### config.mk
export PLATFORM = sky130hd
export DESIGN_NAME = pmuc_queue
export DESIGN_NICKNAME = d
export VERILOG_FILES = /design/src/hdl/pmuc_pkg.sv /design/src/hdl/pmuc_queue.sv
export VERILOG_INCLUDE_DIRS = /design/src /design/src/hdl
export SDC_FILE = /design/constraint.sdc
export NUM_CORES = 1
export LEC_CHECK = 0
export ABC_AREA = 1
export BUFFER_PORTS_ARGS = -buffer_cell sky130_fd_sc_hd__buf_4
export CAP_MARGIN = 20
export CORE_UTILIZATION = 40
export CTS_BUF_LIST = sky130_fd_sc_hd__clkbuf_8
export CTS_CLUSTER_DIAMETER = 40
export DETAILED_ROUTE_END_ITERATION = 10
export SYNTH_ARGS = -nofsm -noshare
export SYNTH_HDL_FRONTEND = slang
export SYNTH_SLANG_ARGS = --single-unit
### constraint.sdc
create_clock -name clk -period 15.05 [get_ports clk]
set_input_delay 2.2575 -clock clk [delete_from_list [all_inputs] [get_ports clk]]
set_output_delay 2.2575 -clock clk [all_outputs]
set_load 0.01 [all_outputs]
### src/hdl/power_monitor_unit_converter_top_macros.svh
// Assertion helpers shared by the converter modules.
// Each helper expects signals named clk and arst_n in the module that uses it.
`ifndef POWER_MONITOR_UNIT_CONVERTER_TOP_MACROS_SVH
`define POWER_MONITOR_UNIT_CONVERTER_TOP_MACROS_SVH
`ifndef SYNTHESIS
`define PMUC_ASSERT_NOW(lbl, cond, msg) \
	lbl: assert property (@(posedge clk) disable iff (!arst_n) (cond)) else $error(msg);
`define PMUC_ASSERT_NEXT(lbl, ante, cons, msg) \
	lbl: assert property (@(posedge clk) disable iff (!arst_n) (ante) |=> (cons)) \
		else $error(msg);
`else
`define PMUC_ASSERT_NOW(lbl, cond, msg)
`define PMUC_ASSERT_NEXT(lbl, ante, cons, msg)
`endif
`endif

### src/hdl/pmuc_pkg.sv
package pmuc_pkg;

	// Divider geometry: quotient bits, divisor bits, partial product bits.
	localparam int QW = 46;
	localparam int DW = 30;
	localparam int PW = 45;
	localparam int HW = 23;
	localparam int BW = 22;

	localparam logic [3:0] MODE_SHUNT_MV   = 4'd0;
	localparam logic [3:0] MODE_BUS_MV     = 4'd1;
	localparam logic [3:0] MODE_CURRENT    = 4'd2;
	localparam logic [3:0] MODE_POWER      = 4'd3;
	localparam logic [3:0] MODE_POWER_LIM  = 4'd4;
	localparam logic [3:0] MODE_TEMP       = 4'd5;
	localparam logic [3:0] MODE_ALARM      = 4'd6;
	localparam logic [3:0] MODE_SHUNT_WR   = 4'd7;
	localparam logic [3:0] MODE_BUS_WR     = 4'd8;
	localparam logic [3:0] MODE_POWER_WR   = 4'd9;
	localparam logic [3:0] MODE_TEMP_WR    = 4'd10;

	localparam logic REG_SHUNT = 1'b0;
	localparam logic REG_GAIN  = 1'b1;

	localparam logic [19:0] SHUNT_RESET = 20'd10000;

	// Work item handed from the front end to the divider.
	typedef struct packed {
		logic [3:0]    mode;
		logic          neg;
		logic [15:0]   lim;
		logic [5:0]    flags;
		logic          status;
		logic [DW-1:0] den;
		logic [PW-1:0] p_hi;
		logic [PW-1:0] p_lo;
	} fwd_t;

	// One stage of the restoring divider.
	typedef struct packed {
		logic [3:0]    mode;
		logic          neg;
		logic [15:0]   lim;
		logic [5:0]    flags;
		logic          status;
		logic [DW-1:0] den;
		logic [DW-1:0] rem;
		logic [QW-1:0] quo;
	} div_t;

endpackage

### src/hdl/pmuc_queue.sv
`include "power_monitor_unit_converter_top_macros.svh"

module pmuc_queue #(
	parameter int DEPTH = 4
) (
	input  logic           clk,
	input  logic           arst_n,
	input  logic           push,
	input  pmuc_pkg::fwd_t wdata,
	output logic           full,
	input  logic           pop,
	output pmuc_pkg::fwd_t rdata,
	output logic           empty
);

	localparam int PTRW = (DEPTH > 1) ? $clog2(DEPTH) : 1;
	localparam int CNTW = $clog2(DEPTH + 1);

	pmuc_pkg::fwd_t  mem_q [DEPTH];
	logic [PTRW-1:0] wr_ptr_q;
	logic [PTRW-1:0] rd_ptr_q;
	logic [CNTW-1:0] cnt_q;
	logic            do_push;
	logic            do_pop;

	assign full    = (cnt_q == CNTW'(DEPTH));
	assign empty   = (cnt_q == '0);
	assign do_push = push && !full;
	assign do_pop  = pop && !empty;
	assign rdata   = mem_q[rd_ptr_q];

	always_ff @(posedge clk or negedge arst_n) begin
		if (!arst_n) begin
			wr_ptr_q <= '0;
			rd_ptr_q <= '0;
			cnt_q    <= '0;
		end else begin
			if (do_push) begin
				wr_ptr_q <= (wr_ptr_q == PTRW'(DEPTH - 1)) ? '0 : wr_ptr_q + PTRW'(1);
			end
			if (do_pop) begin
				rd_ptr_q <= (rd_ptr_q == PTRW'(DEPTH - 1)) ? '0 : rd_ptr_q + PTRW'(1);
			end
			if (do_push && !do_pop) begin
				cnt_q <= cnt_q + CNTW'(1);
			end else if (do_pop && !do_push) begin
				cnt_q <= cnt_q - CNTW'(1);
			end
		end
	end

	always_ff @(posedge clk) begin
		if (do_push) begin
			mem_q[wr_ptr_q] <= wdata;
		end
	end

	`PMUC_ASSERT_NOW(a_cnt_bound, cnt_q <= CNTW'(DEPTH), "queue count beyond depth")
	`PMUC_ASSERT_NOW(a_no_push_full, !(push && full), "beat offered to a full queue")
	`PMUC_ASSERT_NEXT(a_cnt_up, do_push && !do_pop, cnt_q == $past(cnt_q) + CNTW'(1), "count did not rise")

endmodule

== Word-level counts from Yosys, hierarchy flattened ==
Memory sizes are Yosys's and may differ from the RTL's.
Index checks and enable logic that the tools add are counted.
Storage, ports and cells
  ROM bits: 0
  bits in registers: 7
  input port bits: 152
  latch bits: 0
  bits in writable memories: 592
  memories kept: 1
Memories
  mem_q: words 4, width 148, read ports 1, clocked after memory_dff 0, wr ports 1, RTL line pmuc_queue.sv:19  | pmuc_pkg::fwd_t mem_q [DEPTH];
Cells by class
  div/mod/pow operators: 0
  muxes and demuxes: 6
  bitwise logic cells: 0
  shifts and indexed selects: 0
  multiply operators: 0
  reduce and logical (&&, ||, !) cells: 10
  magnitude comparators: 0
  add/subtract/negate cells: 4
  equality and inequality tests: 3
Operators by type and width (number)
  $mux 3: 2
  $add 2x1->2 const B: 2
  $eq 2x2->1 const B: 2
  $logic_and 1x1->1: 4
  $logic_not 1->1: 4
  $mux 2: 2
  $add 3x1->3 const B: 1
  $eq 3x3->1 const B: 1
  $logic_not 3->1: 1
  $sub 3x1->3 const B: 1
  $mux 1: 2
  $reduce_bool 2->1: 1

== Logic depth before layout (Yosys ltp) ==
Gate-level depths: netlist of the first run.
  depth in word-level cells: 7
  depth in mapped cells: 12
  mapped depth without buffers: 12

== Worst setup path before layout of the first run ==
Ideal clock, no wire load.
  kind: input -> register
  start: in push
  end: mem mem_q[0][0] in the netlist's numbering, enable pin
  library setup time: 658 ps
  buffers on the path: 0
  path slack: 5847 ps
  required time: 14392 ps
  data arrival time: 8545 ps
  stages on the path: 2
  cells stage by stage: nand2_1 -> nor2_1
On the way
  longest elaborated chain between the ends: 3
RTL lines
  start, declared: RTL line pmuc_queue.sv:8  | input logic push,
  $logic_and 1x1->1: RTL line pmuc_queue.sv:28  | assign do_push = push && !full;
  $mux 1: RTL line pmuc_queue.sv:53  | if (do_push) begin
  $mux 1 (implied by the code): RTL line pmuc_queue.sv:54  | mem_q[wr_ptr_q] <= wdata;
  end, declared: RTL line pmuc_queue.sv:19
No other way between the ends.

==> results.txt, run 1 <==
Final Critical Period: 6440 ps
Endpoints failing hold: 0
Footprint of the multi-input gates: 4150 um^2
Post-route ant nets: 0
Weighted congestion reported at the end of routability-driven placement: 0.745
Number of register bits inferred by synthesis: 599
Internal Pwr Total: 3.71 mW
Floorplan Core Area: 59000 um^2
Vias in the first global route: 13961
Mux contribution to synthesized area: 0%
Uppermost signal routing layer after detailed routing: met5
Largest family of logic cells by synthesized area: compound AO/OA/AOI/OAI gates
Share of the synthesized netlist area taken by xor and xnor gates: 0.0367%
Detailed route wirelength on metal2: 24900 um
Placed cell area: 26600 um^2
Final total negative setup slack: 0 ps
Count of filler cells inserted in the layout: 5187
TritonCTS clock tree: done
Number of placed instances, taps included: 2773
Design Area, Final: 28700 um^2
Total leakage power: 11.4 nW
Share of post-route cells with drive strength above 1: 20.7%
Worst rel slew slack: 26.7%
Basic-gate share of the synthesized area counting and, or, nand and nor cells: 7.48%
Initial DRC Count: 582
DR vias: 14122
Share of synthesized cell area in full adder, half adder and majority cells: 0.398%
Total of endpoints with negative setup slack in the final report: 0
Cell area power density: 196 nW/um^2
Path type of the worst setup path: reg2out
Number of ports placed on the die boundary: 302
Nets in the synthesized netlist: 1947
Number of distinct library cells after synthesis: 17
Post-synth top area share: 74.4%
Die area: 60700 um^2
Initial antenna violation count: 2
Post-Route Utilization: 48.7%
Reported max-cap violation count: 0
Die width: 246 um
Fraction of power spent switching nets: 34.4%
Commonest non-fill, non-tap cells in the layout: edfxtp_1 (592), nand2_1 (459), inv_1 (347), buf_4 (306), o211ai_1 (296)
Largest net degree at the start of global routing: 263
Area taken by flip-flops and latches: 18000 um^2
Area growth, synth to finish: 20.3%
Clock tree buffer depth: 3
Post-CTS Setup Bufs: 0
Worst clock skew on the final layout: 32.1 ps
# diodes: 0
All-layer global routing usage: 16.6%
Detailed-route wire length: 50200 um
Detailed placement HPWL: 26500 um
Initial cell density of the core: 40.5%
Cell at the root of the clock tree: clkbuf_8
Fraction of power consumed by the clock network: 25.4%
Post-layout net count: 2268
Summed instance area of the synthesized netlist: 23900 um^2
Clock Latency Late Sink: 680 ps
Post-route non-filler standard cell count: 2971
Number of levels the H-tree was split into: 3
Most common cell after layout, fill and taps aside: edfxtp_1
Sum of routed wire segments on met1: 20700 um
Number of buffers inserted for hold repair after clock tree synthesis: 0
Relative contribution of sequential cells to total power: 40.8%
Unrepaired setup endpoints after global routing: false
Slew of the pin with the lowest slew margin: 1100 ps
Hold crit path type: reg2reg
Average size of a mapped cell: 13.4 um^2
Sinks on the clock net: 599
Fin. max-slew vios: 0
Total overflow reported by the global router: 0
Per-cell via count in the routed design: 4.75
Maximum clock frequency: 155 MHz
Critical Path AT: 4180 ps
Startpoint types: flop
Clock transition at path regs: 60 ps
Endpoint type of the worst setup path: output port
Count of synthesis-stage warnings from yosys: 0
Number of cell rows: 89
Wire length of the first global-routing pass: 77100 um
Worst path required time: 12790 ps
Number of cells upsized or downsized after cts: 0
Number of buffers created by CTS: 106
Detailed route wirelength on metal3: 3630 um
Post-synthesis cell count: 1788
Maximum net fanout on the critical path: 262
Tcrit/Tclk final: 42.8%
Post-detailed-route DRC marker count: 0
Routed wire per std cell: 16.9 um
Switching Power: 1.94 mW
Combinational fraction of design power: 33.7%
Compound-cell area share of the yosys netlist: 9.32%
Die Y: 246 um
Worst vdd rail ir drop: 0.174 mV
Ranking of synthesized cells by area: edfxtp_1 (74%), o211ai_1 (9.3%), nand2_1 (7.2%)
Number of iterations in the first detailed-routing pass: 5
Port Buf Inserts: 301
Library cell with the largest summed area after synthesis: edfxtp_1
Register-to-register setup slack: 12590 ps
Seq/Total Area, Yosys: 75.1%
Run status: finished, final reports clean
==> routing by layer <==
metal | GRT usage [%] | up-vias
met4 | 4.99 | 4
met5 | 0 | -
li1 | - | 6903
met3 | 5.32 | 82
met2 | 28.0 | 322
met1 | 20.1 | 6811
==> kinds of logic (layout without fill, tap and decap cells) <==
kind of cell,count (synthesis),count (layout)
AO/OA/AOI/OAI,297,297
XOR/XNOR,1,1
adder cells (fa/ha/maj),7,7
buffers and inverters,411,821
flip-flops,599,599
AND/OR/NAND/NOR,473,473
==> power by group through the flow <==
| stage | clock (mW) | combinational, mW | sequential (mW) |
|---|---|---|---|
| 2_1_floorplan | 0 | 1.19 | 2.35 |
| 3_3_place_gp | 0 | 1.92 | 2.33 |
| 3_5_place_dp | 0 | 1.95 | 2.34 |
| 4_1_cts | 1.49 | 1.95 | 2.31 |
| 5_1_grt | 1.56 | 2.12 | 2.33 |
| 6_report | 1.44 | 1.91 | 2.31 |
==> critical path: stages (launching register included) <==
cell	delay, ps
dfrtp_4	980
buf_12	770
buf_4	950
nand2_1	140
o211ai_1	130
nand2_1	110
buf_4	160
==> synth_stat cells (all sizes together) <==
master / number
xnor2: 1
nor2: 6
inv: 312
edfxtp: 592
nand3: 7
clkbuf: 3
ha: 6
dfrtp: 7
nand2: 459
o211ai: 296
fa: 1
o21ai: 1
nand4: 1
buf: 96
==> flip-flops by register name, indices dropped and copies added, names as in the netlist <==
register  flops
rd_ptr_q      2
wr_ptr_q      2
cnt_q         3
mem_q       592
==> per-stage QoR <==
step	total power, mW	hold slack (ps)	setup WS [ps]
finish	5.65	537	8610
global route	6.01	564	8200
CTS	5.75	537	8540
detailed placement	4.29	522	9300
global placement	4.26	486	9390
floorplan	3.54	463	5850
==> area by class of cell <==
cell class / count / share of cell area [%]
clock inverters: 89 / 2.02
multi-input cells: 778 / 14.4
inverters: 312 / 4.09
well taps: 773 / 3.36
repair buffers: 312 / 8.44
clock buffers: 108 / 5.17
flip-flops and latches: 599 / 62.5
==> path summary, 6_finish.rpt <==
path                             start      endpoint  cells past startpoint
setup / recovery           rd_ptr_q[0]     rdata[58]                      6
hold / removal             wr_ptr_q[1]   wr_ptr_q[1]                      2
setup reg to reg              cnt_q[1]  mem_q[1][52]                      5
hold reg to reg            wr_ptr_q[1]   wr_ptr_q[1]                      2
max in group asynchronous       arst_n   rd_ptr_q[0]                      1
min in group asynchronous       arst_n      cnt_q[1]                      1
Power figures use the tool's default switching activity.
==> run 2, diff against run 1 <==
- ABC_AREA: 1 -> 0
- clock period: 15.05 -> 5.59 ns (I/O delays scaled with it)
==> results.txt, run 2 <==
Summed instance area of the synthesized netlist: 21800 um^2
Average size of a mapped cell: 26.9 um^2
Switching Power: 4.10 mW
Nets in the synthesized netlist: 970
Unrepaired setup endpoints after global routing: false
Total leakage power: 9.12 nW
Most common cell in the synthesized netlist: edfxtp_1
Post-synthesis async set-or-reset flop share: 1.17%
Number of cell rows: 85
Initial cell density of the core: 40.5%
DR vias: 9922
Regs by FF count: mem_q (592), cnt_q (3)
Relative contribution of sequential cells to total power: 44.7%
CP peak stage delay: 960 ps
Area growth, synth to finish: 22.5%
Vias in the first global route: 10834
Port Buf Inserts: 301
Number of iterations in the first detailed-routing pass: 4
Library cell with the largest summed area after synthesis: edfxtp_1
Count of synthesis-stage warnings from yosys: 0
Maximum clock frequency: 258 MHz
Most common flop cell mapped by yosys: edfxtp_1
Tcrit/Tclk final: 69.5%
Endpoints failing hold: 0
Path type of the worst setup path: reg2out
Fraction of power consumed by the clock network: 24.8%
Final Critical Period: 3880 ps
Number of buffers created by CTS: 99
Post-synth top area share: 81.6%
Reported max-cap violation count: 0
Clock tree buffer depth: 3
Per-cell via count in the routed design: 5.05
Count of filler cells inserted in the layout: 4350
Initial antenna violation count: 2
Floorplan Core Area: 53800 um^2
Final total negative setup slack: 0 ps
Number of flops mapped to enable cells by yosys: 592
Clock transition at path regs: 60 ps
Post-detailed-route DRC marker count: 0
Die area: 55400 um^2
Combinational fraction of design power: 30.5%
Fraction of power spent switching nets: 29.3%
Worst rel slew slack: 44.5%
Number of register bits inferred by synthesis: 599
Worst path required time: 4750 ps
Internal Pwr Total: 9.91 mW
Register containing the most flip-flops in the final layout: mem_q
Weighted congestion reported at the end of routability-driven placement: 0.702
Maximum net fanout on the critical path: 39
Largest register FFs: 592
Sinks on the clock net: 599
Number of levels the H-tree was split into: 3
Total of endpoints with negative setup slack in the final report: 0
Commonest non-fill, non-tap cells in the layout: edfxtp_1 (592), buf_4 (315), mux4_2 (148), clkbuf_8 (103), inv_1 (25)
Post-synthesis cell count: 811
TritonCTS clock tree: done
# diodes: 0
Post-layout power: 14.0 mW
Critical Path AT: 3040 ps
Seq/Total Area, Yosys: 82.4%
Fin. max-slew vios: 0
Smallest hold slack: 376 ps
Die width: 235 um
Worst vdd rail ir drop: 0.282 mV
Run status: finished, final reports clean
Number of distinct library cells after synthesis: 21
Slew of the pin with the lowest slew margin: 832 ps
Initial DRC Count: 417
Most numerous cell on the critical path: buf_4
Startpoint types: flop
Total overflow reported by the global router: 0
Highest-delay cell along the critical path: dfrtp_4
Die Y: 235 um
Post-route ant nets: 0
Register-to-register setup slack: 2910 ps
Hold crit path type: in2reg
Most common cell after layout, fill and taps aside: edfxtp_1
Cell area power density: 524 nW/um^2
Detailed placement HPWL: 25100 um
Detailed-route wire length: 43100 um
Endpoint type of the worst setup path: output port
Number of ports placed on the die boundary: 302
Worst path cell trace: buf_4, mux4_2, buf_4
Clock Latency Late Sink: 660 ps
Cell at the root of the clock tree: clkbuf_8
Largest net degree at the start of global routing: 103
Post-layout net count: 1358
Most common library cells after synthesis: edfxtp_1 (592), mux4_2 (148), buf_2 (16)
Worst clock skew on the final layout: 19.3 ps
Routed wire per std cell: 21.9 um
Wire length of the first global-routing pass: 64800 um
Ranking of synthesized cells by area: edfxtp_1 (82%), mux4_2 (15%), dfrtp_1 (0.80%)
All-layer global routing usage: 15.7%
Share of post-route cells with drive strength above 1: 47.7%
-- run 2: changes by cell type after synthesis, sizes merged, moves of 2 or more --
| cell | previous run | this run |
|---|---|---|
| nand3 | 7 | 0 |
| mux2 | 0 | 4 |
| mux4 | 0 | 148 |
| and2 | 0 | 3 |
| nand2 | 459 | 1 |
| xor2 | 0 | 2 |
| inv | 312 | 3 |
| buf | 96 | 32 |
| nor2 | 6 | 3 |
| o211ai | 296 | 0 |
| nor3 | 0 | 2 |
-- run 2: cells by family after synthesis --
family / after synthesis / synth area share (%)
adders and majority gates: 7 / 0.436
and+or+nand+nor: 11 / 0.287
DFF: 599 / 82.4
AOI/OAI and AO/OA: 2 / 0.0918
xor gates and xnor gates: 3 / 0.121
buffers and inverters: 37 / 1.21
muxes: 152 / 15.5
-- run 2: repair_timing --
item	4_1_cts	5_1_grt
hold buffers	1	0
buffers inserted	0	0
resized for setup	0	0
hold endpoints to repair	7	0
endpoints found under the setup margin	0	0
-- run 2: through the flow --
step	cell area [um^2]	utilization [%]	instances	setup WS (ps)
2_1_floorplan	21800	-	811	411
3_3_place_gp	24900	46.3	1793	2280
3_5_place_dp	24900	46.3	1793	2290
4_1_cts	26700	49.6	1964	1500
5_1_grt	26700	49.6	1964	1400
6_report	26700	49.6	1964	1710
-- run 2: layer usage --
layer,global-route usage [%],up-vias,part of all wire [%]
li1,-,4308,-
met1,19.7,5211,40
met2,24.6,308,48
met3,6.67,91,8.9
met4,5.27,4,2.5
met5,0,-,0.072
-- run 2: layout make-up --
type	count	area (um^2)	area share [%]
sequential	599	18000	67.3
timing repair buffer	321	2470	9.27
clock inverter	67	367	1.37
multi-input combinational	175	3600	13.5
clock buffer	103	1420	5.31
tap	696	871	3.26
inverter	3	11.3	0.0422
-- run 2: power by group through the flow --
| stage | clock (mW) | sequential, mW | combinational [mW] |
|---|---|---|---|
| final | 3.47 | 6.25 | 4.28 |
| after floorplan | 0 | 6.27 | 2.61 |
| after CTS | 3.60 | 6.28 | 4.40 |
| after global placement | 0 | 6.34 | 4.38 |
| after global routing | 3.78 | 6.34 | 4.58 |
| after detailed placement | 0 | 6.37 | 4.39 |
-- run 2: critical path: cells and delay by family (launching register included) --
kind | cells | cell delay (ps)
buffers and inverters | 2 | 790
DFF | 1 | 960
muxes | 1 | 600
-- run 2: path summary, 6_finish.rpt --
kind	start	cells after the start	to
min reg2reg	cnt_q[2]	1	cnt_q[2]
min in group asynchronous	arst_n	2	rd_ptr_q[1]
max in group asynchronous	arst_n	2	rd_ptr_q[0]
max	rd_ptr_q[0]	3	rdata[135]
max reg2reg	cnt_q[0]	4	mem_q[0][44]
min	wdata[132]	1	mem_q[2][132]
