==> config.mk <==
export PLATFORM = sky130hd
export DESIGN_NAME = pmuc_front
export DESIGN_NICKNAME = d
export VERILOG_FILES = /design/src/hdl/power_monitor_unit_converter_top_macros.svh /design/src/hdl/pmuc_pkg.sv /design/src/hdl/pmuc_front.sv
export SDC_FILE = /design/constraint.sdc
export NUM_CORES = 2
export LEC_CHECK = 0
export BUFFER_PORTS_ARGS = -buffer_cell sky130_fd_sc_hd__buf_4
export CORE_MARGIN = 2
export CORE_UTILIZATION = 58
export DETAILED_ROUTE_END_ITERATION = 6
export HOLD_SLACK_MARGIN = 0.02
export MAX_ROUTING_LAYER = met4
export PLACE_DENSITY = 0.8
export SYNTH_ARGS = -nofsm -noshare
export SYNTH_HDL_FRONTEND = slang
export SYNTH_SLANG_ARGS = --single-unit
==> constraint.sdc <==
create_clock -name clk -period 7.59 [get_ports clk]
set_input_delay 0.759 -clock clk [delete_from_list [all_inputs] [get_ports clk]]
set_output_delay 0.759 -clock clk [all_outputs]
set_load 0.05 [all_outputs]
==> src/hdl/power_monitor_unit_converter_top_macros.svh <==
// Assertion helpers shared by the converter modules.
// Each helper expects signals named clk and arst_n in the module that uses it.
`ifndef POWER_MONITOR_UNIT_CONVERTER_TOP_MACROS_SVH
`define POWER_MONITOR_UNIT_CONVERTER_TOP_MACROS_SVH
`ifndef SYNTHESIS
`define PMUC_ASSERT_NOW(lbl, cond, msg) \
	lbl: assert property (@(posedge clk) disable iff (!arst_n) (cond)) else $error(msg);
`define PMUC_ASSERT_NEXT(lbl, ante, cons, msg) \
	lbl: assert property (@(posedge clk) disable iff (!arst_n) (ante) |=> (cons)) \
		else $error(msg);
`else
`define PMUC_ASSERT_NOW(lbl, cond, msg)
`define PMUC_ASSERT_NEXT(lbl, ante, cons, msg)
`endif
`endif

==> src/hdl/pmuc_pkg.sv <==
package pmuc_pkg;

	// Divider geometry: quotient bits, divisor bits, partial product bits.
	localparam int QW = 46;
	localparam int DW = 30;
	localparam int PW = 45;
	localparam int HW = 23;
	localparam int BW = 22;

	localparam logic [3:0] MODE_SHUNT_MV   = 4'd0;
	localparam logic [3:0] MODE_BUS_MV     = 4'd1;
	localparam logic [3:0] MODE_CURRENT    = 4'd2;
	localparam logic [3:0] MODE_POWER      = 4'd3;
	localparam logic [3:0] MODE_POWER_LIM  = 4'd4;
	localparam logic [3:0] MODE_TEMP       = 4'd5;
	localparam logic [3:0] MODE_ALARM      = 4'd6;
	localparam logic [3:0] MODE_SHUNT_WR   = 4'd7;
	localparam logic [3:0] MODE_BUS_WR     = 4'd8;
	localparam logic [3:0] MODE_POWER_WR   = 4'd9;
	localparam logic [3:0] MODE_TEMP_WR    = 4'd10;

	localparam logic REG_SHUNT = 1'b0;
	localparam logic REG_GAIN  = 1'b1;

	localparam logic [19:0] SHUNT_RESET = 20'd10000;

	// Work item handed from the front end to the divider.
	typedef struct packed {
		logic [3:0]    mode;
		logic          neg;
		logic [15:0]   lim;
		logic [5:0]    flags;
		logic          status;
		logic [DW-1:0] den;
		logic [PW-1:0] p_hi;
		logic [PW-1:0] p_lo;
	} fwd_t;

	// One stage of the restoring divider.
	typedef struct packed {
		logic [3:0]    mode;
		logic          neg;
		logic [15:0]   lim;
		logic [5:0]    flags;
		logic          status;
		logic [DW-1:0] den;
		logic [DW-1:0] rem;
		logic [QW-1:0] quo;
	} div_t;

endpackage

==> src/hdl/pmuc_front.sv <==
module pmuc_front (
	input  logic                clk,
	input  logic                arst_n,
	input  logic                push,
	output logic                full,
	input  logic [3:0]          mode,
	input  logic [23:0]         register_value,
	input  logic signed [63:0]  physical_value,
	input  logic [19:0]         shunt_micro_ohm,
	input  logic                gain_is_one,
	output logic                q_push,
	output pmuc_pkg::fwd_t      q_data,
	input  logic                q_full
);

	logic                        en;
	logic                        vld_s1;
	logic                        vld_s2;
	logic [3:0]                  mode_s1;
	logic                        neg_s1;
	logic [15:0]                 lim_s1;
	logic [5:0]                  flags_s1;
	logic                        status_s1;
	logic [pmuc_pkg::DW-1:0]     den_s1;
	logic [pmuc_pkg::QW-1:0]     opa_s1;
	logic [pmuc_pkg::BW-1:0]     opb_s1;
	pmuc_pkg::fwd_t              data_s2;

	logic [15:0]                 raw16;
	logic [16:0]                 mag16;
	logic [11:0]                 f12;
	logic [11:0]                 mag12;
	logic                        phys_neg;
	logic [63:0]                 pv_u;
	logic [63:0]                 phys_mag;
	logic [pmuc_pkg::QW-1:0]     mag_cap;
	logic signed [8:0]           sv9;
	logic signed [19:0]          m7;
	logic [16:0]                 bus_v;
	logic [19:0]                 r_eff;
	logic                        neg_c;
	logic [15:0]                 lim_c;
	logic [5:0]                  flags_c;
	logic                        status_c;
	logic [pmuc_pkg::DW-1:0]     den_c;
	logic [pmuc_pkg::QW-1:0]     opa_c;
	logic [pmuc_pkg::BW-1:0]     opb_c;

	// The whole front end holds only while its last beat waits on a full queue.
	assign en     = !(vld_s2 && q_full);
	assign full   = !en;
	assign q_push = vld_s2 && !q_full;
	assign q_data = data_s2;

	always_comb begin
		raw16    = register_value[15:0];
		mag16    = raw16[15] ? (17'h10000 - 17'(raw16)) : 17'(raw16);
		f12      = register_value[15:4];
		mag12    = f12[11] ? 12'(13'h1000 - 13'(f12)) : f12;
		pv_u     = physical_value;
		phys_neg = physical_value[63];
		phys_mag = phys_neg ? (~pv_u + 64'd1) : pv_u;
		mag_cap  = (|phys_mag[63:pmuc_pkg::QW]) ? '1 : phys_mag[pmuc_pkg::QW-1:0];
		r_eff    = (shunt_micro_ohm == 20'd0) ? 20'd1 : shunt_micro_ohm;

		if (physical_value < -64'sd163) begin
			sv9 = -9'sd163;
		end else if (physical_value > 64'sd163) begin
			sv9 = 9'sd163;
		end else begin
			sv9 = physical_value[8:0];
		end
		m7 = 20'(sv9) * (gain_is_one ? 20'sd800 : 20'sd200);

		if (phys_neg) begin
			bus_v = 17'd0;
		end else if (physical_value > 64'sd102396) begin
			bus_v = 17'd102396;
		end else begin
			bus_v = physical_value[16:0];
		end

		neg_c    = 1'b0;
		lim_c    = 16'd0;
		flags_c  = 6'd0;
		status_c = 1'b0;
		den_c    = pmuc_pkg::DW'(1);
		opa_c    = '0;
		opb_c    = '0;

		unique case (mode)
			pmuc_pkg::MODE_SHUNT_MV: begin
				opa_c = pmuc_pkg::QW'(mag16);
				opb_c = pmuc_pkg::BW'(5);
				den_c = gain_is_one ? pmuc_pkg::DW'(4000) : pmuc_pkg::DW'(1000);
				neg_c = raw16[15];
			end
			pmuc_pkg::MODE_BUS_MV: begin
				opa_c = pmuc_pkg::QW'(mag16);
				opb_c = pmuc_pkg::BW'(3125);
				den_c = pmuc_pkg::DW'(1000);
				neg_c = raw16[15];
			end
			pmuc_pkg::MODE_CURRENT: begin
				opa_c = pmuc_pkg::QW'(mag16);
				opb_c = gain_is_one ? pmuc_pkg::BW'(5000) : pmuc_pkg::BW'(20000);
				den_c = pmuc_pkg::DW'(r_eff);
				neg_c = raw16[15];
			end
			pmuc_pkg::MODE_POWER: begin
				opa_c = pmuc_pkg::QW'(register_value);
				opb_c = gain_is_one ? pmuc_pkg::BW'(1000000) : pmuc_pkg::BW'(4000000);
				den_c = pmuc_pkg::DW'(r_eff);
			end
			pmuc_pkg::MODE_POWER_LIM: begin
				opa_c = pmuc_pkg::QW'({raw16, 8'h00});
				opb_c = gain_is_one ? pmuc_pkg::BW'(1000000) : pmuc_pkg::BW'(4000000);
				den_c = pmuc_pkg::DW'(r_eff);
			end
			pmuc_pkg::MODE_TEMP: begin
				opa_c = pmuc_pkg::QW'(mag12);
				opb_c = pmuc_pkg::BW'(125);
				neg_c = f12[11];
			end
			pmuc_pkg::MODE_ALARM: begin
				flags_c = {register_value[2], register_value[3], register_value[4],
					register_value[5], register_value[6], register_value[7]};
			end
			pmuc_pkg::MODE_SHUNT_WR: begin
				if (m7 > 20'sd32767) begin
					lim_c = 16'h7fff;
				end else if (m7 < -20'sd32768) begin
					lim_c = 16'h8000;
				end else begin
					lim_c = m7[15:0];
				end
			end
			pmuc_pkg::MODE_BUS_WR: begin
				opa_c = pmuc_pkg::QW'(bus_v);
				opb_c = pmuc_pkg::BW'(1000);
				den_c = pmuc_pkg::DW'(3125);
			end
			pmuc_pkg::MODE_POWER_WR: begin
				// Capping the value keeps the product exact and still saturates.
				opa_c = phys_neg ? '0 : mag_cap;
				opb_c = pmuc_pkg::BW'(r_eff);
				den_c = gain_is_one ? pmuc_pkg::DW'(256000000) : pmuc_pkg::DW'(1024000000);
			end
			pmuc_pkg::MODE_TEMP_WR: begin
				opa_c = mag_cap;
				opb_c = pmuc_pkg::BW'(1);
				den_c = pmuc_pkg::DW'(125);
				neg_c = phys_neg;
			end
			default: begin
				status_c = 1'b1;
			end
		endcase
	end

	always_ff @(posedge clk or negedge arst_n) begin
		if (!arst_n) begin
			vld_s1 <= 1'b0;
			vld_s2 <= 1'b0;
		end else if (en) begin
			vld_s1 <= push;
			vld_s2 <= vld_s1;
		end
	end

	always_ff @(posedge clk) begin
		if (en) begin
			mode_s1        <= mode;
			neg_s1         <= neg_c;
			lim_s1         <= lim_c;
			flags_s1       <= flags_c;
			status_s1      <= status_c;
			den_s1         <= den_c;
			opa_s1         <= opa_c;
			opb_s1         <= opb_c;
			data_s2.mode   <= mode_s1;
			data_s2.neg    <= neg_s1;
			data_s2.lim    <= lim_s1;
			data_s2.flags  <= flags_s1;
			data_s2.status <= status_s1;
			data_s2.den    <= den_s1;
			data_s2.p_hi   <= pmuc_pkg::PW'(opa_s1[pmuc_pkg::QW-1:pmuc_pkg::HW])
				* pmuc_pkg::PW'(opb_s1);
			data_s2.p_lo   <= pmuc_pkg::PW'(opa_s1[pmuc_pkg::HW-1:0]) * pmuc_pkg::PW'(opb_s1);
		end
	end

endmodule

## After elaboration in Yosys (flattened, before gate mapping)

Index checks and enable logic that the tools add are counted.
W data, S select, Z words.

- Bitwise operators: 2
- Reductions and logical operators: 12
- Eq/ne operators: 10
- $mul: 3
- Multiplexer cells: 22
- $lt $le $gt $ge: 5
- Add/sub/neg operators: 3

Operators by type and width:

| cell | count |
|---|---|
| $pmux W46 S7 | 1 |
| $pmux W30 S6 | 1 |
| $pmux W22 S8 | 1 |
| $mux W46 | 2 |
| $mul A23 B22 Y45 | 2 |
| $add A64 B1 Y64 const B | 1 |
| $gt A64 B18 Y1 const B | 1 |
| $gt A64 B9 Y1 const B | 1 |
| $lt A64 B9 Y1 const B | 1 |
| $mux W64 | 1 |
| $not A64 Y64 | 1 |
| $mux W17 | 3 |
| $mux W15 | 2 |
| $mux W30 | 1 |
| $mux W12 | 2 |
| $mux W22 | 1 |
| $gt A20 B16 Y1 const B | 1 |
| $logic_not A20 Y1 | 1 |
| $lt A20 B16 Y1 const B | 1 |
| $mul A9 B11 Y20 | 1 |
| $mux W20 | 1 |
| $mux W9 | 2 |
| $reduce_or A18 Y1 | 1 |
| $sub A17 B16 Y17 const A | 1 |
| 17 further kinds | 26 |

- Logic and storage cells: 76
- Bits in registers: 276
- Output and inout bits: 150
- Bits of input ports: 117

## Logic depth before layout (Yosys ltp)

- Depth in word-level cells: 7
- Gate-level depth with buffers: 31
- Gate-level depth less buffers: 30

## Least setup slack after synthesis

No wires, ideal clock.

- Path kind: input-to-output
- Start point: input q_full
- End point: output full
- Arrival: 8061 ps
- Stages: 2
- Required time: 6831 ps
- Setup slack: -1230 ps
- Cells stage by stage: nand2_1 inv_1

- Cells in the longest elaborated chain, start to end: 1

RTL lines:

| item | RTL line | text |
|---|---|---|
| start: declaration | pmuc_front.sv:13 | `input logic q_full` |
| $logic_and A1 B1 Y1 | pmuc_front.sv:50 | `assign en = !(vld_s2 && q_full);` |
| end: declaration | pmuc_front.sv:5 | `output logic full,` |

Every way passes these cells.

## Worst setup path after layout

- Start point: register opb_s1[10] (netlist name)
- End point: register data_s2, in the netlist q_data[86] (data pin)

- Cells in the longest elaborated chain, start to end: 1

RTL lines:

| item | RTL line | text |
|---|---|---|
| start: declaration | pmuc_front.sv:26 | `logic [pmuc_pkg::BW-1:0] opb_s1;` |
| start signal: assignment | pmuc_front.sv:180 | `opb_s1 <= opb_c;` |
| $mul A23 B22 Y45 | pmuc_front.sv:188 | `* pmuc_pkg::PW'(opb_s1);` |
| end: declaration | pmuc_front.sv:27 | `pmuc_pkg::fwd_t data_s2;` |

Every way passes these cells.
A chain may end at the register's enable or synchronous reset.

==> metrics.sh <==
RUN_STATUS='finished, final reports clean'
START_KIND='flop'
DOMINANT_CELL_BY_COUNT_IN_THE_SYNTHESIZED_NETLIST='sky130_fd_sc_hd__fa_1'
MET1_USAGE_PCT=41.14
ENDPOINT_KIND='flop'
MAX_CAP_VIOL_COUNT=0
FIRST_GLOBAL_VIAS=37650
YOSYS_WARNINGS=0
HOLDWS_NS=0.4127
CTS_ROOT_BUFFER='sky130_fd_sc_hd__clkbuf_16'
MET3_USAGE_PCT=5.040
FLIP_FLOP_AND_LATCH_COUNT_AFTER_SYNTHESIS=257
AREAGROWTHSYNTHTOFINISH_PCT=15.73
DRTITER0DRC=3122
SETUP_SKEW_NS=0.03977
NETLIST_TOP_CELLS_COUNT='sky130_fd_sc_hd__fa_1, sky130_fd_sc_hd__inv_1, sky130_fd_sc_hd__nand2_1, sky130_fd_sc_hd__ha_1, sky130_fd_sc_hd__and2_1'
ASYNC_FLOP_SHARE_PCT=0.7782
POST_SYNTH.CELL_AREA_AVG_UM2=9.637
TRITONCTS='yes'
ROWS=102
GRT_SETUP_UNREPAIRED='yes'
PERIOD_NEEDED_NS=7.439
VIA_PER_INST=5.675
POSTSYNTH.TOPFLOPCELL='sky130_fd_sc_hd__edfxtp_1'
NUMBER_OF_ANTENNA_VIOLATIONS_AT_THE_FIRST_CHECK_IN_GLOBAL_ROUTING=3
YOSYS.CELL_TYPES.COUNT=74
FINISH.UTILIZATION_PCT=67.83
DIE_H_UM=283.8
CRITICAL_PATH_CELL_COUNT=28
TIMING.SETUP.CRITICAL_PATH_CLASS='flop to flop'
NUMPORTBUFFERS=263
CTS-HTREE-LEVELS=2
IO-PIN-COUNT=267
TIMING.CRITICAL_PATH.REQUIRED_NS=7.90
SETUP_VIOL_COUNT_FINAL=0
MAX_FREQ_MHz=134.4
WORST_R2R_ENDPOINT='q_data[86]$_DFFE_PN_'
FINALHOLDVIOLATIONS=0
TIMING.FINAL.MAX_SLEW_VIOLATIONS=0
MOST_AREA_HUNGRY_CELL_TYPE_IN_THE_YOSYS_NETLIST='sky130_fd_sc_hd__fa_1'
WORST_SLEW_MARGIN_REL_PCT=19.70
CRITICAL_PATH_ARRIVAL_NS=7.75
R2R_START='opb_s1[10]$_DFFE_PN_'
DRT-TOTAL-WL_UM=122600
MIN_PERIOD_OVER_PERIOD_PCT=98.01
START_UTIL_PCT=58.62
MET2_USAGE_PCT=51.20
WORST_SKEW_PAIR.LATE_LATENCY_NS=0.60
GP_CONGESTION=0.9968
DIE_WIDTH_UM=283.8
PATH_BUF_INV=10
GRT.BUSIEST_LAYER='met2'
CPPEAKSTAGEDELAY_NS=0.56
WIRE_LENGTH_OF_THE_FIRST_GLOBAL_ROUTING_PASS_UM=197300
FP.DIEAREA_UM2=80540
POSTSYNTHCELLCOUNT=4712
MAPPEDNETLISTAREA_UM2=45410
GRT_START_MAX_NET_PINS=70
CTS.SINKS=257
FF2FF_SETUP_SLACK_NS=0.15
DRT_PASS_1_ITERS=6
WORST_SETUP_PATH_STARTPOINT='opb_s1[10]$_DFFE_PN_'
TIMING.CRITICAL_PATH.MODE_CELL='sky130_fd_sc_hd__fa_1'
DP_HPWL_UM=99060
R2R_WORST_PATH_DEPTH=28
FINISH.NET_COUNT=6481
CAPTURE_POINT_OF_THE_WORST_PATH='q_data[86]$_DFFE_PN_'
CTS.REPORTEDPATHS.CLKPINSLEW_NS=0.06
HP-CLASS='primary input to flop'
GROUTE.USAGE.OVERALL_PCT=31.79
CTS_MAX_PATH_BUFFERS=3
NUM_VIAS=35170
POST-ROUTE-DRC-COUNT=0
SYNTH.TOP_CELL.AREA_SHARE_PCT=37.96
PER_CELL_ROUTED_WIRE_LENGTH_UM=19.78
CORE_AREA_UM2=77470
FRACTION_OF_LAYOUT_INSTANCES_USING_A_DRIVE_STRENGTH_ABOVE_1_PCT=15.58
CTS_INSERTED_BUFFERS=36
WORST_PATH_DOMINANT_CELL_FAMILY='adder cells'
CP_SLOWEST_CELL='sky130_fd_sc_hd__fa_1'
OVERFLOW=0
SYNTH_SEQ_AREA_SHARE_PCT=16.97
TOP_CELLS_BY_AREA_SYNTH='sky130_fd_sc_hd__fa_1, sky130_fd_sc_hd__edfxtp_1, sky130_fd_sc_hd__ha_1'
ANT_NETS=0
WORST_PIN_SLEW_NS=1.198
SYNTH-EDFF-COUNT=255
TIMING.CRITICAL_PATH.FANOUT_MAX=7
layout make-up:
| type | instances | area (um2) |
|---|---|---|
| multi-input cells | 3341 | 33880 |
| repair buffers | 638 | 5219 |
| clock inverters | 27 | 317.8 |
| flip-flops and latches | 257 | 7707 |
| fillers | 5787 | 24920 |
| inverters | 853 | 3202 |
| clock buffers | 39 | 912.1 |
| diodes | 3 | 7.507 |
| well taps | 1040 | 1301 |
cell families (layout without fill, tap and decap cells):
logic type | Yosys count | count (layout) | synth area share, %
compound gates | 460 | 460 | 6.431
mux | 10 | 10 | 0.2287
flops | 257 | 257 | 16.97
xor+xnor | 163 | 163 | 3.144
other cells | 2 | 10 | 0.01654
simple gates | 1464 | 1464 | 15.52
fa+ha+maj | 1237 | 1237 | 48.32
buf+inv | 1119 | 1557 | 9.366
layout by cell type, fill, tap and decap left out, types with 50 or more instances in the layout:
cell,Yosys,final
sky130_fd_sc_hd__and2_1,364,362
sky130_fd_sc_hd__fa_1,861,848
sky130_fd_sc_hd__ha_1,376,362
sky130_fd_sc_hd__a21oi_1,163,147
sky130_fd_sc_hd__xor2_1,80,80
sky130_fd_sc_hd__buf_4,10,593
sky130_fd_sc_hd__a21o_1,50,50
sky130_fd_sc_hd__edfxtp_1,255,255
sky130_fd_sc_hd__nor2_1,113,111
sky130_fd_sc_hd__xnor2_1,83,82
sky130_fd_sc_hd__o21ai_0,94,86
sky130_fd_sc_hd__inv_1,852,851
sky130_fd_sc_hd__nand2_1,738,733
worst register-to-register path: cells and delay by family, from the launching register on:
family	cells	cell delay [ns]
flops	1	0.50
compound gates	5	1.23
buf+inv	10	0.94
simple gates	4	0.52
xor+xnor	1	0.10
fa+ha+maj	8	3.86
metrics by stage:
stage / cell area, um2 / cells / setup WS [ns] / setup TNS (ns)
detailed placement: 50530 / 6097 / -0.3369 / -4.794
finish: 52550 / 6198 / 0.1511 / 0
global route: 52550 / 6198 / -0.07522 / -0.2466
floorplan: 45460 / 4717 / 0.02973 / 0
CTS: 51900 / 6171 / 0.005136 / 0
global placement: 50530 / 6097 / -0.1760 / -2.337
timing repair:
action | in CTS | in global routing
pin swaps | 7 | 39
gates cloned | 0 | 3
resized for setup | 20 | 94
buffers inserted | 7 | 21
setup endpoints to repair | 12 | 34
endpoints found under the hold margin | 2 | 0
hold buffers | 1 | 0
per-layer routing:
metal	share of wire (%)	routed length, um	up-vias
li1	-	-	15510
met2	48	59320	1667
met1	39	47680	17680
met5	0	0	-
met4	4.0	4851	0
met3	8.8	10760	326
worst min-delay path by stage:
stage	startpoint	endpoint	slack, ns	cells after the start
final	push	vld_s1$_DFFE_PN0N_	0.41	2
after global placement	den_s1[14]$_DFFE_PN_	q_data[104]$_DFFE_PN_	0.40	0
after floorplan	den_s1[10]$_DFFE_PN_	q_data[100]$_DFFE_PN_	0.40	0
after CTS	push	vld_s1$_DFFE_PN0N_	0.39	2
after detailed placement	flags_s1[2]$_SDFFCE_PN0N_	q_data[123]$_DFFE_PN_	0.41	0
after global routing	push	vld_s1$_DFFE_PN0N_	0.40	2
sequential cells by signal, indices dropped and copies added (netlist names), 4 cells and up:
signal,cells
mode_s1,4
lim_s1,14
opb_s1,21
opa_s1,46
den_s1,23
flags_s1,6
q_data,139
Power is left out: the tool's default activity adds up to more than one toggle a clock period on the data nets, which glitch-free logic cannot reach.
